[config.mk]
export PLATFORM = sky130hd
export DESIGN_NAME = xct_chroma
export DESIGN_NICKNAME = d
export VERILOG_FILES = /design/src/sv/xct_pkg.sv /design/src/sv/xct_chroma.sv
export SDC_FILE = /design/constraint.sdc
export NUM_CORES = 2
export LEC_CHECK = 0
export ABC_AREA = 1
export BUFFER_PORTS_ARGS = -buffer_cell sky130_fd_sc_hd__buf_2
export CAP_MARGIN = 20
export CORE_MARGIN = 4
export CORE_UTILIZATION = 35
export DETAILED_ROUTE_END_ITERATION = 12
export GPL_TIMING_DRIVEN = 0
export PLACE_DENSITY = 0.48
export SLEW_MARGIN = 15
export SYNTH_ARGS = -nofsm -noshare
export SYNTH_HDL_FRONTEND = slang
export SYNTH_SLANG_ARGS = --single-unit
[constraint.sdc]
create_clock -name clk -period 22.4 [get_ports clk]
set_input_delay 1.12 -clock clk [delete_from_list [all_inputs] [get_ports clk]]
set_output_delay 1.12 -clock clk [all_outputs]
set_load 0.01 [all_outputs]
[src/sv/xct_pkg.sv]
// shared widths, constants and hand-off types of the color temperature pipeline
`default_nettype none
package xct_pkg;
	localparam int CNT_W  = 16;
	localparam int LUX_W  = 16;
	localparam int KEL_W  = 24;
	localparam int FRAC_W = 20;
	localparam int STEPS  = 3;

	// chromaticity divider
	localparam int SUM_W  = CNT_W + 2;
	localparam int CQ_W   = FRAC_W + 1;
	localparam int CH_STG = (CQ_W + STEPS - 1) / STEPS;

	// slope divider, n clamped to +-2^NLIM_SH
	localparam int NLIM_SH = 6;
	localparam int NM_W    = FRAC_W;
	localparam int NQ_W    = FRAC_W + NLIM_SH + 1;
	localparam int ND_STG  = (NQ_W + STEPS - 1) / STEPS;

	// cubic
	localparam int SQ_W  = 2 * NQ_W;
	localparam int N2_W  = SQ_W - FRAC_W;
	localparam int P3_W  = N2_W + NQ_W;
	localparam int N3_W  = P3_W - FRAC_W;
	localparam int T1_W  = NQ_W + 20;
	localparam int T2_W  = N2_W + 19;
	localparam int T3_W  = N3_W + 16;
	localparam int ACC_W = T3_W + 2;
	localparam int B_W   = ACC_W - FRAC_W;
	localparam int C_W   = 28;
	localparam int RECIP_W  = 28;
	localparam int RECIP_SH = 32;
	localparam int PR_W  = C_W + RECIP_W;
	localparam int QE_W  = PR_W - RECIP_SH;
	localparam int P_STG = 8;

	localparam logic [CQ_W-1:0] X_OFF  = CQ_W'(348127);
	localparam logic [CQ_W-1:0] Y_POLE = CQ_W'(194825);
	localparam logic [CQ_W-1:0] Y_MIN  = CQ_W'(195035);
	localparam logic [NQ_W-1:0] NLIM   = NQ_W'(1) << (FRAC_W + NLIM_SH);

	localparam logic [T1_W-1:0]  K1 = T1_W'(682330);
	localparam logic [T2_W-1:0]  K2 = T2_W'(352500);
	localparam logic [T3_W-1:0]  K3 = T3_W'(44900);
	localparam logic [ACC_W-1:0] C0 = ACC_W'(64'd552033 << FRAC_W);
	localparam logic [B_W-1:0]   SAT_B = B_W'(64'd100 << (KEL_W - 1));
	localparam logic [RECIP_W-1:0] RECIP = RECIP_W'(171798691);
	localparam logic [C_W-1:0]   DIV_Q = C_W'(25);
	localparam logic [KEL_W-1:0] KMAX = {1'b0, {(KEL_W - 1){1'b1}}};
	localparam logic [KEL_W-1:0] KMIN = {1'b1, {(KEL_W - 1){1'b0}}};

	typedef struct packed {
		logic [CQ_W-1:0]  xq;
		logic [CQ_W-1:0]  yq;
		logic             ok;
		logic [LUX_W-1:0] lux;
	} chroma_t;

	typedef struct packed {
		logic [NQ_W-1:0]  mag;
		logic             neg;
		logic             ok;
		logic [LUX_W-1:0] lux;
	} nval_t;
endpackage
`default_nettype wire

[src/sv/xct_chroma.sv]
// pipelined divider for the x and y chromaticities
`default_nettype none
module xct_chroma
	import xct_pkg::*;
(
	input  logic             clk,
	input  logic             arst_n,
	input  logic             in_valid,
	output logic             in_stall,
	input  logic [CNT_W-1:0] xc,
	input  logic [CNT_W-1:0] yc,
	input  logic [CNT_W-1:0] zc,
	input  logic             xv,
	input  logic             zv,
	output logic             out_valid,
	input  logic             out_stall,
	output chroma_t          res
);
	typedef struct packed {
		logic [SUM_W-1:0] sum;
		logic [SUM_W-1:0] xr;
		logic [SUM_W-1:0] yr;
		logic [CQ_W-1:0]  xq;
		logic [CQ_W-1:0]  yq;
		logic             xb;
		logic             yb;
		logic             ok;
		logic [LUX_W-1:0] lux;
	} ch_stage_t;

	ch_stage_t        stg_s [0:CH_STG];
	ch_stage_t        nxt   [0:CH_STG];
	logic [CH_STG:0]  vld_s;
	logic [CH_STG:0]  vprev;
	logic [CH_STG+1:0] ld;
	logic [SUM_W-1:0] sum;

	assign sum   = SUM_W'(xc) + SUM_W'(yc) + SUM_W'(zc);
	assign vprev = {vld_s[CH_STG-1:0], in_valid};

	always_comb begin
		ld[CH_STG+1] = !out_stall;
		for (int k = CH_STG; k >= 0; k--) begin
			ld[k] = !vld_s[k] || ld[k+1];
		end
	end

	always_comb begin
		ch_stage_t d;
		logic [SUM_W:0] rx;
		logic [SUM_W:0] ry;
		d  = '0;
		rx = '0;
		ry = '0;
		nxt[0].sum = sum;
		nxt[0].xr  = SUM_W'(xc >> 1);
		nxt[0].yr  = SUM_W'(yc >> 1);
		nxt[0].xq  = '0;
		nxt[0].yq  = '0;
		nxt[0].xb  = xc[0];
		nxt[0].yb  = yc[0];
		nxt[0].ok  = xv && zv && (sum != '0);
		nxt[0].lux = LUX_W'(yc);
		for (int k = 1; k <= CH_STG; k++) begin
			d = stg_s[k-1];
			for (int t = 0; t < STEPS; t++) begin
				if ((k - 1) * STEPS + t < CQ_W) begin
					// low count bit enters on the first step only
					rx = {d.xr, ((k - 1) * STEPS + t == 0) ? d.xb : 1'b0};
					ry = {d.yr, ((k - 1) * STEPS + t == 0) ? d.yb : 1'b0};
					if (rx >= {1'b0, d.sum}) begin
						rx   = rx - {1'b0, d.sum};
						d.xq = {d.xq[CQ_W-2:0], 1'b1};
					end else begin
						d.xq = {d.xq[CQ_W-2:0], 1'b0};
					end
					if (ry >= {1'b0, d.sum}) begin
						ry   = ry - {1'b0, d.sum};
						d.yq = {d.yq[CQ_W-2:0], 1'b1};
					end else begin
						d.yq = {d.yq[CQ_W-2:0], 1'b0};
					end
					d.xr = rx[SUM_W-1:0];
					d.yr = ry[SUM_W-1:0];
				end
			end
			nxt[k] = d;
		end
	end

	always_ff @(posedge clk or negedge arst_n) begin
		if (!arst_n) begin
			vld_s <= '0;
		end else begin
			for (int k = 0; k <= CH_STG; k++) begin
				if (ld[k]) begin
					vld_s[k] <= vprev[k];
				end
			end
		end
	end

	always_ff @(posedge clk) begin
		for (int k = 0; k <= CH_STG; k++) begin
			if (ld[k]) begin
				stg_s[k] <= nxt[k];
			end
		end
	end

	assign in_stall  = !ld[0];
	assign out_valid = vld_s[CH_STG];
	assign res.xq    = stg_s[CH_STG].xq;
	assign res.yq    = stg_s[CH_STG].yq;
	assign res.ok    = stg_s[CH_STG].ok;
	assign res.lux   = stg_s[CH_STG].lux;
endmodule
`default_nettype wire

# After elaboration in Yosys (flattened, before gate mapping)
# Memory sizes are Yosys's and may differ from the RTL's.
# Index checks and enable logic that the tools add are counted.
dict set report word_totals {
  register_bits 8
  mem_bits_rw 920
  input_bits 54
  out_inout_bits 61
  wordCells 216
  memories 1
}
# name words word_bits rd rd_ports_with_merged_regs wr line_no
set mem_list {}
lappend mem_list {stg_s 8 115 8 0 8 xct_chroma.sv:31} ;# ch_stage_t stg_s [0:CH_STG];
dict set report classes {
  addsub 44
  order_cmp 42
  n_mux 100
  reduce_logical 21
}
# operator count
set op_table {}
lappend op_table {{19-bit by 18-bit >= comparator with 1-bit output} 42}
lappend op_table {{18-bit two-way mux} 42}
lappend op_table {{18-bit subtractor} 42}
lappend op_table {{1-bit two-way mux} 58}
lappend op_table {{17-bit by 16-bit adder with 18-bit output} 1}
lappend op_table {{18-bit nonzero test} 1}
lappend op_table {{16-bit by 16-bit adder with 17-bit output} 1}
lappend op_table {{1-bit zero test} 10}
lappend op_table {{1-bit logical OR} 8}
lappend op_table {{1-bit logical AND} 2}

# Logic depth before layout (Yosys ltp)
dict set report logic_depth {
  depth_word 11
  mapped_depth 47
  depth_no_buf 44
}

# Worst setup path before layout
# OpenSTA, ideal clock, no wires.
dict set report synth_timing {
  path_kind {input to register}
  from {input out_stall}
  to {memory stg_s[0][100] (netlist name) (enable)}
  setup_time_ps 405
  arrival_ps 15650
  t_required_ps 21995
  slack_ps 6344
  stages 15
  n_path_buf 0
  cell_sequence {nand2_1 nor2_1 inv_1 nor2_1 inv_1 nor2_1 inv_1 nor2_1 inv_1 nor2_1 inv_1 nor2_1 inv_1 nor2_1 inv_1}
}
# element line_no
set synth_lines {}
lappend synth_lines {{start: declaration} xct_chroma.sv:16} ;# input logic out_stall,
lappend synth_lines {{end: declaration} xct_chroma.sv:31}

==> results.yml <==
outcome:
  status: "completed"
synth:
  synthMuxAreaShare: 0
  synth_nets: 9837
  yosysUniqueCellTypes: 63
  synth_edf_count: 662
  ys_seq_elements: 670
  async_flop_share: 0.0119
  netlist_top_cells_area: "edfxtp_1 30%, nand2_1 17%, ha_1 14%, nand3_1 5.6%, a21oi_1 5.1%"
  yosysTopAreaCell: "edfxtp_1"
  syn_area_per_cell_um2: 7.35
  synthFlopType: "edfxtp_1"
  synth-adder-area-share: 0.150
  synth_top_family_by_area: "simple AND/OR/NAND/NOR gates"
  synth_top_area_frac: 0.300
  syn-instance-count: 9009
  yosysWarnings: 0
  ys_seq_area_frac: 0.303
  synth-xor-area-share: 0.0733
  synth_compound_gate_area_share: 0.114
  syn_area_um2: 66200
  yosys.area_share.simple: 0.288
timing:
  maxSlewHeadroom: 0.486
  tightest_slew_ps: 770
  finalCriticalPeriod_ps: 7910
  finalClockSkew_ps: 57.7
  fmax_ghz: 0.126
  post-route-period-util: 0.353
  drv_slew: 0
  rsz0062_at_grt: "false"
  setup_viol: 0
  hold_viol_final: 0
clock_network:
  htree_levels: 3
  cts_buffers: 83
  clock_latency_ps: 720
  cts-root-buf: "clkbuf_16"
  clk_path_buf_depth: 3
  clock-sinks: 670
  cts_tree: "done"
  ctsResizeCount: 0
  clk_pin_slew_ps: 60
  cts_hold_buf: 0
  cts_setup_buffers: 0
final_layout:
  area_growth_pct: 10.2
  final_nets: 10000
  instances_no_fill: 11800
  drive_above_1_share: 0.0651
  layout_commonest_cell: "nand2_1"
  layout_common_cells: "2947 x nand2_1, 879 x inv_1, 741 x ha_1, 738 x nand3_1, 676 x a21oi_1"
critical_path:
  critPathLaunchType: "flip-flop"
  worstPathRequired_ps: 22810
  path_common_cell: "nand2_1"
  slowest_delay_ps: 500
  path_buf_inv: 6
  end_kind: "flip-flop"
  crit_family: "simple AND/OR/NAND/NOR gates"
  cp.arrival_ps: 8320
  critPathSlowestCell: "clkbuf_1"
  critPathKind: "flip-flop to flip-flop"
  cp_max_fo: 10
grt:
  antenna_found_initial: 4
  grt_overflow: 0
  grt_pass1_wl_mm: 334
  grt_max_degree: 72
  grtUsageTotal: 0.216
  grt_pass1_vias: 57600
floorplanning:
  start_util: 0.352
  row_count: 159
  ioPinCount: 115
  die_w_um: 443
  die_area_um2: 196000
  die_h_um: 443
  fp.coreArea_um2: 188000
routing:
  dr.pass1.iters: 6
  num_vias: 60300
  ant_nets: 0
  avgViaCountPerCell: 5.12
  drc: 0
  drt_iter0_drc: 4367
  wirelength_mm: 218
  wl_per_cell_um: 18.5
min_path:
  hp-class: "primary input to async pin"
placed_design:
  dp.cells: 11600
  gp_congestion: 0.899
  place.port_buffers: 114
  hpwl_mm: 174
job:
  maxCapViolCount: 0
[cell families after synthesis]
logic type | count (synthesis)
adder cells (fa/ha/maj) | 774
AO/OA/AOI/OAI | 1376
AND/OR/NAND/NOR | 4530
flip-flops | 670
buffers and inverters | 1105
XOR/XNOR | 554
[per-layer routing]
layer	global-route usage	vias to the layer above	wire, um
met3	0.0190	223	8300
met1	0.296	28100	102000
met5	0	-	0
met4	0.0478	0	4290
li1	-	30800	-
met2	0.369	1252	103000
[through the flow]
stage / setup TNS [ps] / area, um2 / hold slack, ps / setup slack (ps) / util
after global placement: -127040 / 69900 / 401 / -2100 / 0.372
final: 0 / 73000 / 251 / 14490 / 0.388
after CTS: 0 / 73000 / 190 / 14640 / 0.388
after floorplan: 0 / 66200 / 400 / 6340 / -
after detailed placement: 0 / 70200 / 405 / 14720 / 0.373
after global routing: 0 / 73000 / 218 / 13920 / 0.388
[Yosys cell counts, types with 8 or more instances]
master     number
a211oi_1       15
a21boi_0       16
a21o_1         56
a21oi_1       676
a21oi_2        10
a31oi_1        51
and2_1          8
buf_2          68
buf_4          81
buf_6          23
clkbuf_1       23
dfrtp_1         8
edfxtp_1      662
fa_1           33
ha_1          741
inv_1         886
inv_2          11
nand2_1      2948
nand2_2        37
nand3_1       738
nand3_2        26
nand3b_1       52
nand4_1        82
nor2_1        478
nor2_4          9
nor3_1         57
nor4_1         18
o2111ai_1       9
o211ai_1       13
o21a_1         25
o21ai_0       371
o21ai_1        57
o21bai_1       56
or2_2          51
xnor2_1       271
xor2_1        283
[final timing paths]
kind	startpoint	to	slack, ps	cells after the start
max	stg_s[0][337]	stg_s[0][413]	14490	40
min	arst_n	vld_s[4]	250	1
max reg2reg	stg_s[0][337]	stg_s[0][413]	14490	40
min reg2reg	stg_s[1][257]	stg_s[1][375]	410	0
max in group asynchronous	arst_n	vld_s[3]	21970	1
min in group clk	stg_s[1][257]	stg_s[1][375]	410	0
[layout make-up]
class                           instances  area [um2]
Sequential cell                       670       20100
Buffer                                203        1330
Clock inverter                         56         688
Inverter                              902        3420
Fill cell                           19800      115000
Multi-Input combinational cell       7234       41400
Timing Repair Buffer                  123         803
Antenna cell                            1        2.50
Tap cell                             2495        3120
Clock buffer                           95        2130
[state kept, by name, indices dropped and copies added, names as in the netlist]
name and cells:
stg_s 662, vld_s 8
Power is not shown: default switching activity piles up to over one toggle a cycle in this logic, so the estimate is an artifact.
