===== config.mk =====
export PLATFORM = sky130hd
export DESIGN_NAME = xct_ndiv
export DESIGN_NICKNAME = d
export VERILOG_FILES = /design/src/sv/xct_pkg.sv /design/src/sv/xct_ndiv.sv
export SDC_FILE = /design/constraint.sdc
export NUM_CORES = 2
export LEC_CHECK = 0
export BUFFER_PORTS_ARGS = -buffer_cell sky130_fd_sc_hd__clkbuf_2
export CELL_PAD_IN_SITES_DETAIL_PLACEMENT = 2
export CELL_PAD_IN_SITES_GLOBAL_PLACEMENT = 2
export CORE_MARGIN = 2
export CORE_UTILIZATION = 24
export CTS_CLUSTER_SIZE = 14
export DETAILED_ROUTE_END_ITERATION = 6
export HOLD_SLACK_MARGIN = 0.02
export PLACE_DENSITY = 0.52
export SYNTH_ARGS = -nofsm -noshare
export SYNTH_HDL_FRONTEND = slang
export SYNTH_SLANG_ARGS = --single-unit

===== constraint.sdc =====
create_clock -name clk -period 9.9 [get_ports clk]
set_input_delay 0.99 -clock clk [delete_from_list [all_inputs] [get_ports clk]]
set_output_delay 0.99 -clock clk [all_outputs]
set_load 0.005 [all_outputs]

===== src/sv/xct_pkg.sv =====
// shared widths, constants and hand-off types of the color temperature pipeline
`default_nettype none
package xct_pkg;
	localparam int CNT_W  = 16;
	localparam int LUX_W  = 16;
	localparam int KEL_W  = 24;
	localparam int FRAC_W = 20;
	localparam int STEPS  = 3;

	// chromaticity divider
	localparam int SUM_W  = CNT_W + 2;
	localparam int CQ_W   = FRAC_W + 1;
	localparam int CH_STG = (CQ_W + STEPS - 1) / STEPS;

	// slope divider, n clamped to +-2^NLIM_SH
	localparam int NLIM_SH = 6;
	localparam int NM_W    = FRAC_W;
	localparam int NQ_W    = FRAC_W + NLIM_SH + 1;
	localparam int ND_STG  = (NQ_W + STEPS - 1) / STEPS;

	// cubic
	localparam int SQ_W  = 2 * NQ_W;
	localparam int N2_W  = SQ_W - FRAC_W;
	localparam int P3_W  = N2_W + NQ_W;
	localparam int N3_W  = P3_W - FRAC_W;
	localparam int T1_W  = NQ_W + 20;
	localparam int T2_W  = N2_W + 19;
	localparam int T3_W  = N3_W + 16;
	localparam int ACC_W = T3_W + 2;
	localparam int B_W   = ACC_W - FRAC_W;
	localparam int C_W   = 28;
	localparam int RECIP_W  = 28;
	localparam int RECIP_SH = 32;
	localparam int PR_W  = C_W + RECIP_W;
	localparam int QE_W  = PR_W - RECIP_SH;
	localparam int P_STG = 8;

	localparam logic [CQ_W-1:0] X_OFF  = CQ_W'(348127);
	localparam logic [CQ_W-1:0] Y_POLE = CQ_W'(194825);
	localparam logic [CQ_W-1:0] Y_MIN  = CQ_W'(195035);
	localparam logic [NQ_W-1:0] NLIM   = NQ_W'(1) << (FRAC_W + NLIM_SH);

	localparam logic [T1_W-1:0]  K1 = T1_W'(682330);
	localparam logic [T2_W-1:0]  K2 = T2_W'(352500);
	localparam logic [T3_W-1:0]  K3 = T3_W'(44900);
	localparam logic [ACC_W-1:0] C0 = ACC_W'(64'd552033 << FRAC_W);
	localparam logic [B_W-1:0]   SAT_B = B_W'(64'd100 << (KEL_W - 1));
	localparam logic [RECIP_W-1:0] RECIP = RECIP_W'(171798691);
	localparam logic [C_W-1:0]   DIV_Q = C_W'(25);
	localparam logic [KEL_W-1:0] KMAX = {1'b0, {(KEL_W - 1){1'b1}}};
	localparam logic [KEL_W-1:0] KMIN = {1'b1, {(KEL_W - 1){1'b0}}};

	typedef struct packed {
		logic [CQ_W-1:0]  xq;
		logic [CQ_W-1:0]  yq;
		logic             ok;
		logic [LUX_W-1:0] lux;
	} chroma_t;

	typedef struct packed {
		logic [NQ_W-1:0]  mag;
		logic             neg;
		logic             ok;
		logic [LUX_W-1:0] lux;
	} nval_t;
endpackage
`default_nettype wire


===== src/sv/xct_ndiv.sv =====
// pipelined signed divider for the slope n, clamped to +-64
`default_nettype none
module xct_ndiv
	import xct_pkg::*;
(
	input  logic    clk,
	input  logic    arst_n,
	input  logic    in_valid,
	output logic    in_stall,
	input  chroma_t din,
	output logic    out_valid,
	input  logic    out_stall,
	output nval_t   res
);
	typedef struct packed {
		logic [NM_W-1:0]  nm;
		logic [NM_W-1:0]  dm;
		logic [NM_W-1:0]  rem;
		logic [NQ_W-1:0]  q;
		logic             neg;
		logic             sat;
		logic             ok;
		logic [LUX_W-1:0] lux;
	} nd_stage_t;

	nd_stage_t         stg_s [0:ND_STG];
	nd_stage_t         nxt   [0:ND_STG];
	logic [ND_STG:0]   vld_s;
	logic [ND_STG:0]   vprev;
	logic [ND_STG+1:0] ld;
	logic [NM_W-1:0]   nm;
	logic [NM_W-1:0]   dm;
	logic              pos;

	assign vprev = {vld_s[ND_STG-1:0], in_valid};
	assign pos   = din.xq >= X_OFF;
	assign nm    = pos ? NM_W'(din.xq - X_OFF) : NM_W'(X_OFF - din.xq);
	assign dm    = NM_W'(din.yq - Y_POLE);

	always_comb begin
		ld[ND_STG+1] = !out_stall;
		for (int k = ND_STG; k >= 0; k--) begin
			ld[k] = !vld_s[k] || ld[k+1];
		end
	end

	always_comb begin
		nd_stage_t d;
		logic [NM_W:0] rr;
		logic [NM_W+FRAC_W-1:0] dvd;
		d   = '0;
		rr  = '0;
		dvd = '0;
		// denominator 0.1858 - y is negative, so n takes the opposite sign of x - 0.332
		nxt[0].nm  = nm;
		nxt[0].dm  = dm;
		nxt[0].rem = NM_W'(nm >> (NQ_W - FRAC_W));
		nxt[0].q   = '0;
		nxt[0].neg = pos && (nm != '0);
		nxt[0].sat = NQ_W'(nm) >= {dm, {(NQ_W - NM_W){1'b0}}};
		nxt[0].ok  = din.ok && (din.yq >= Y_MIN);
		nxt[0].lux = din.lux;
		for (int k = 1; k <= ND_STG; k++) begin
			d   = stg_s[k-1];
			dvd = {d.nm, {FRAC_W{1'b0}}};
			for (int t = 0; t < STEPS; t++) begin
				if ((k - 1) * STEPS + t < NQ_W) begin
					rr = {d.rem, dvd[NQ_W - 1 - ((k - 1) * STEPS + t)]};
					if (rr >= {1'b0, d.dm}) begin
						rr  = rr - {1'b0, d.dm};
						d.q = {d.q[NQ_W-2:0], 1'b1};
					end else begin
						d.q = {d.q[NQ_W-2:0], 1'b0};
					end
					d.rem = rr[NM_W-1:0];
				end
			end
			nxt[k] = d;
		end
	end

	always_ff @(posedge clk or negedge arst_n) begin
		if (!arst_n) begin
			vld_s <= '0;
		end else begin
			for (int k = 0; k <= ND_STG; k++) begin
				if (ld[k]) begin
					vld_s[k] <= vprev[k];
				end
			end
		end
	end

	always_ff @(posedge clk) begin
		for (int k = 0; k <= ND_STG; k++) begin
			if (ld[k]) begin
				stg_s[k] <= nxt[k];
			end
		end
	end

	assign in_stall  = !ld[0];
	assign out_valid = vld_s[ND_STG];
	assign res.mag   = (stg_s[ND_STG].sat || stg_s[ND_STG].q > NLIM) ? NLIM : stg_s[ND_STG].q;
	assign res.neg   = stg_s[ND_STG].neg;
	assign res.ok    = stg_s[ND_STG].ok;
	assign res.lux   = stg_s[ND_STG].lux;
endmodule
`default_nettype wire


; After elaboration in Yosys (flattened, before gate mapping)
; Memory sizes are Yosys's and may differ from the RTL's.
; Cells that the tools add are included.
[word_totals]
reg_bits = 10
ramBits = 1060
wordCells = 174
memories = 1
[memory_table]
columns = name, words, word_bits, rd, rd_ports_with_merged_regs, wr, line_no
row1 = stg_s, 10, 106, 10, 0, 10, xct_ndiv.sv:26  ; nd_stage_t stg_s [0:ND_STG];
[op_classes]
addsub = 30
n_lt_le_gt_ge = 31
mux = 76
n_reduce_logical = 26
[op_table]
columns = operator, n
row1 = $ge 21x20->1, 27
row2 = $mux 20, 28
row3 = $sub 20x20->20, 27
row4 = $mux 1, 47
row5 = $ge 20x27->1, 1
row6 = $gt 27x27->1 const B, 1
row7 = $mux 27, 1
row8 = $ge 21x18->1 const B, 1
row9 = $ge 21x19->1 const B, 1
row10 = $reduce_bool 20->1, 1
row11 = $sub 19x20->20 const A, 1
row12 = $sub 20x18->20 const B, 1
row13 = $sub 20x19->20 const B, 1
row14 = $logic_not 1->1, 12
row15 = $logic_or 1x1->1, 11
row16 = $logic_and 1x1->1, 2

; Longest topological paths before layout
[logic_depth]
ltp_word = 13
ltp_mapped = 40
ltp_nobuf = 36

; Worst setup path after synthesis
; No wires, ideal clock.
[synth_path]
kind = flip-flop to flip-flop
from = mem stg_s[0][77] (netlist bit)
to = mem stg_s[1][64] (netlist bit), data pin
setup_time_ns = 0.260
arrival_ns = 8.052
required_ns = 9.640
path_slack_ns = 1.588
path_stages_with_launch = 36
n_path_buf = 3
period_less_slack_ns = 8.312
cell_sequence = edfxtp_1 inv_1 ha_1 nand3_1 or3_1 o311a_1 nand2_1 nand2_1 a21oi_1 buf_2 mux2_2 inv_1 ha_1 nor2b_1 o21ai_1 a21oi_1 o311a_1 o41ai_2 o22ai_1 or4_4 a311oi_4 buf_6 buf_6 o21ai_1 fa_1 a21o_1 a21oi_1 o21bai_1 a2111oi_0 o311ai_0 o211ai_1 a21oi_1 a21o_1 a21oi_1 xnor2_1 mux2_2
[synth_lines]
columns = element, line_no
row1 = start: declaration, xct_ndiv.sv:26

==> run_results.csv <==
group,metric,value,unit
run_status,status,"finished clean",
worst_setup_path,critPathCaptureType,"flop",
route,drc_errors,0,
route,wl,191000,um
route,firstDrtPassIters,5,
floorplan,core_area,219000,um^2
cts,cts_tree,"done",
floorplan,die_width,473,um
synth,synth_top_area_cell,"edfxtp_1",
timing,drv_slew,0,
synth,muxShareOfSynthArea,0.0598,
grt,grt_max_degree,66,
route,ant_nets,0,
run,drv_cap,0,
worst_setup_path,regToRegEndpoint,"stg_s[6][64]",
synth,synthXorXnorAreaFrac,0.0755,
worst_setup_path,slowest_delay,0.52,ns
worst_setup_path,crit_top_cell,"o21ai_1",
synth,synthCells,5229,
synth,syn_area,52800,um^2
synth,synth_top_family_by_area,"compound AO/OA/AOI/OAI gates",
timing,setup_viol,0,
cells_and_area,final_common_cell,"edfxtp_1",
grt,top_usage_layer,"met2",
cts,cts_sinks,700,
timing,tightest_slew,1.08,ns
synth,synthSimpleGateAreaFrac,0.119,
synth,synth_area_leaders,"edfxtp_1 (39%), ha_1 (13%), xnor2_1 (4.7%)",
cts,clock_path_buffers,3,
route,via_per_inst,4.84,
floorplan,die_h,473,um
cells_and_area,area_growth,15.1,%
placed_design,place.gp.congestion,0.819,
timing,clock_skew,0.0604,ns
worst_setup_path,startpoint_type,"flop",
synth,synth_top_area_frac,0.392,
timing,tns,0,ns
worst_setup_path,critPathMaxFanout,23,
cells_and_area,nets,6073,
grt,grt_pass1_wl,285000,um
cts,insertion_delay,0.73,ns
synth,synthAdderAreaFrac,0.133,
worst_setup_path,rr_worst_depth,34,
synth,synth_ff_type,"edfxtp_1",
synth,synth_warnings,0,
worst_setup_path,required,10.33,ns
grt,grt_pass1_vias,43700,
synth,synth_compound_area_frac,0.178,
grt,use_met1,0.221,
worst_setup_path,slowest_stage,"or4_1",
worst_setup_path,worstPathArrival,9.69,ns
synth,synth_area_per_cell,10.1,um^2
cells_and_area,fillerInstances,24200,
placed_design,dp_hpwl,158000,um
synth,ys_async_sr_fraction,0.0143,
route,drt-wirelength-per-cell,22.8,um
floorplan,ios,110,
timing,rsz0062_at_grt,"false",
grt,grt_util_met2,0.289,
worst_hold_path,hp-class,"in -> async",
cts,path_clk_slew,0.06,ns
cells_and_area,layout-drive-gt1-share,0.118,
cts,numCtsBuffers,90,
timing,fin_crit,9.26,ns
cts,cts.root.buffer_cell,"clkbuf_16",
timing,fin_crit_sh,0.935,
grt,antenna_found_initial,8,
floorplan,rows,172,
placed_design,numPortBuffers,109,
grt,grt_usage,0.168,
timing,max_freq,108,MHz
cells_and_area,mostFrequentLayoutCells,"edfxtp_1 (690), ha_1 (540), a21oi_1 (453)",
synth,syn_nets,5846,
route,via_count,40700,
synth,yosysSeqAreaShare,0.397,
worst_setup_path,reg2reg_slack,0.64,ns
worst_setup_path,r2r-start,"stg_s[5][67]",
timing,slew-limit-headroom,0.271,
synth,synth_edf_count,690,
floorplan,start_util,0.241,
synth,ys_ff_latch,700,
route,drtIter0Drc,1861,
synth,synth.distinct_cells,99,
worst_setup_path,path_class,"reg -> reg",
cells_and_area,final_util,0.277,
cts,hold_buffers,0,
floorplan,die_area,224000,um^2
cts,htree_levels,3,
timing,hold_violations,0,
grt,gr-usage-met3,0.0172,
grt,grt_overflow,0,
==> cells by family (layout without fill, tap and decap cells) <==
| kind of cell | Yosys count | in the layout |
|---|---|---|
| AO/OA/AOI/OAI | 1471 | 1471 |
| AND/OR/NAND/NOR | 1277 | 1277 |
| flip-flops | 700 | 700 |
| adder cells (fa/ha/maj) | 554 | 554 |
| buffers and inverters | 490 | 791 |
| XOR/XNOR | 455 | 455 |
| multiplexers | 282 | 282 |
| other | 0 | 4 |
==> critical path, delay by kind of cell (launching register included) <==
kind            cells  cell delay [ns]
buf+inv             5             1.10
simple gates        7             1.68
flops               1             0.44
mux                 3             1.09
fa+ha+maj           3             1.01
compound gates     16             3.62
==> state kept, by name (all words and copies together) (netlist names) <==
register  flops
stg_s       690
vld_s        10
==> Yosys cell counts, types with 20 or more instances <==
library cell and instances:
xor2_1 172, o21a_1 70, buf_4 20, nor4_1 28, a21o_1 216, xnor2_1 283
o31ai_1 26, or3_1 20, o221ai_1 29, o211ai_1 20, a211o_1 21, nor2_1 313
clkbuf_1 57, a21oi_1 459, ha_1 540, nand4_1 69, nor2b_1 80, buf_2 27
nand2_1 327, o21ai_1 46, and3_1 44, o21ai_0 284, and2_1 49, mux2_2 155
a211oi_1 31, mux2_1 98, edfxtp_1 690, or2_2 24, inv_1 367, o21bai_1 61
nand2b_1 68, a31oi_1 48, nand3_1 96, nor3_1 94, mux2i_1 26
==> worst max-delay path by stage <==
stage                     slack [ns]          from           end  cells after the start
after detailed placement        0.06  stg_s[3][67]  stg_s[4][55]                     37
after global routing           0.001  stg_s[2][67]  stg_s[3][62]                     38
after global placement          0.22  stg_s[3][67]  stg_s[4][55]                     37
after floorplan                 1.59  stg_s[0][77]  stg_s[1][64]                     35
final                           0.64  stg_s[5][67]  stg_s[6][64]                     34
after CTS                      0.001  stg_s[3][67]  stg_s[4][55]                     37
==> area by class of cell <==
cell class / count / area, um^2 / area share
Multi-Input combinational cell: 4039 / 30100 / 0.495
Sequential cell: 700 / 21000 / 0.345
Tap cell: 2871 / 3590 / 0.0591
Clock buffer: 104 / 2320 / 0.0383
Timing Repair Buffer: 248 / 1710 / 0.0281
Inverter: 377 / 1420 / 0.0234
Clock inverter: 62 / 668 / 0.0110
Antenna cell: 4 / 10.0 / 0.000165
==> routing by layer <==
metal	vias up	wire length [um]
met5	-	0
met4	0	5490
met3	180	4160
met2	368	92000
met1	20300	89600
li1	19900	-
==> through the flow <==
stage / cells / hold slack [ns] / setup WS (ns) / instance area, um^2
after floorplan: 5229 / 0.400 / 1.59 / 52800
after global placement: 8230 / 0.401 / 0.215 / 57600
after detailed placement: 8230 / 0.405 / 0.0554 / 57600
after CTS: 8396 / 0.0978 / 0.00138 / 60600
after global routing: 8402 / 0.141 / 0.00100 / 60700
final: 8405 / 0.150 / 0.644 / 60800
==> timing repair <==
action	CTS	global route
pin swaps	1	1
endpoints found under the setup margin	1	83
resized for setup	0	27
buffers inserted	0	5
Power is left out: the tool's default activity adds up to more than one toggle a clock period on the data nets, which glitch-free logic cannot reach.
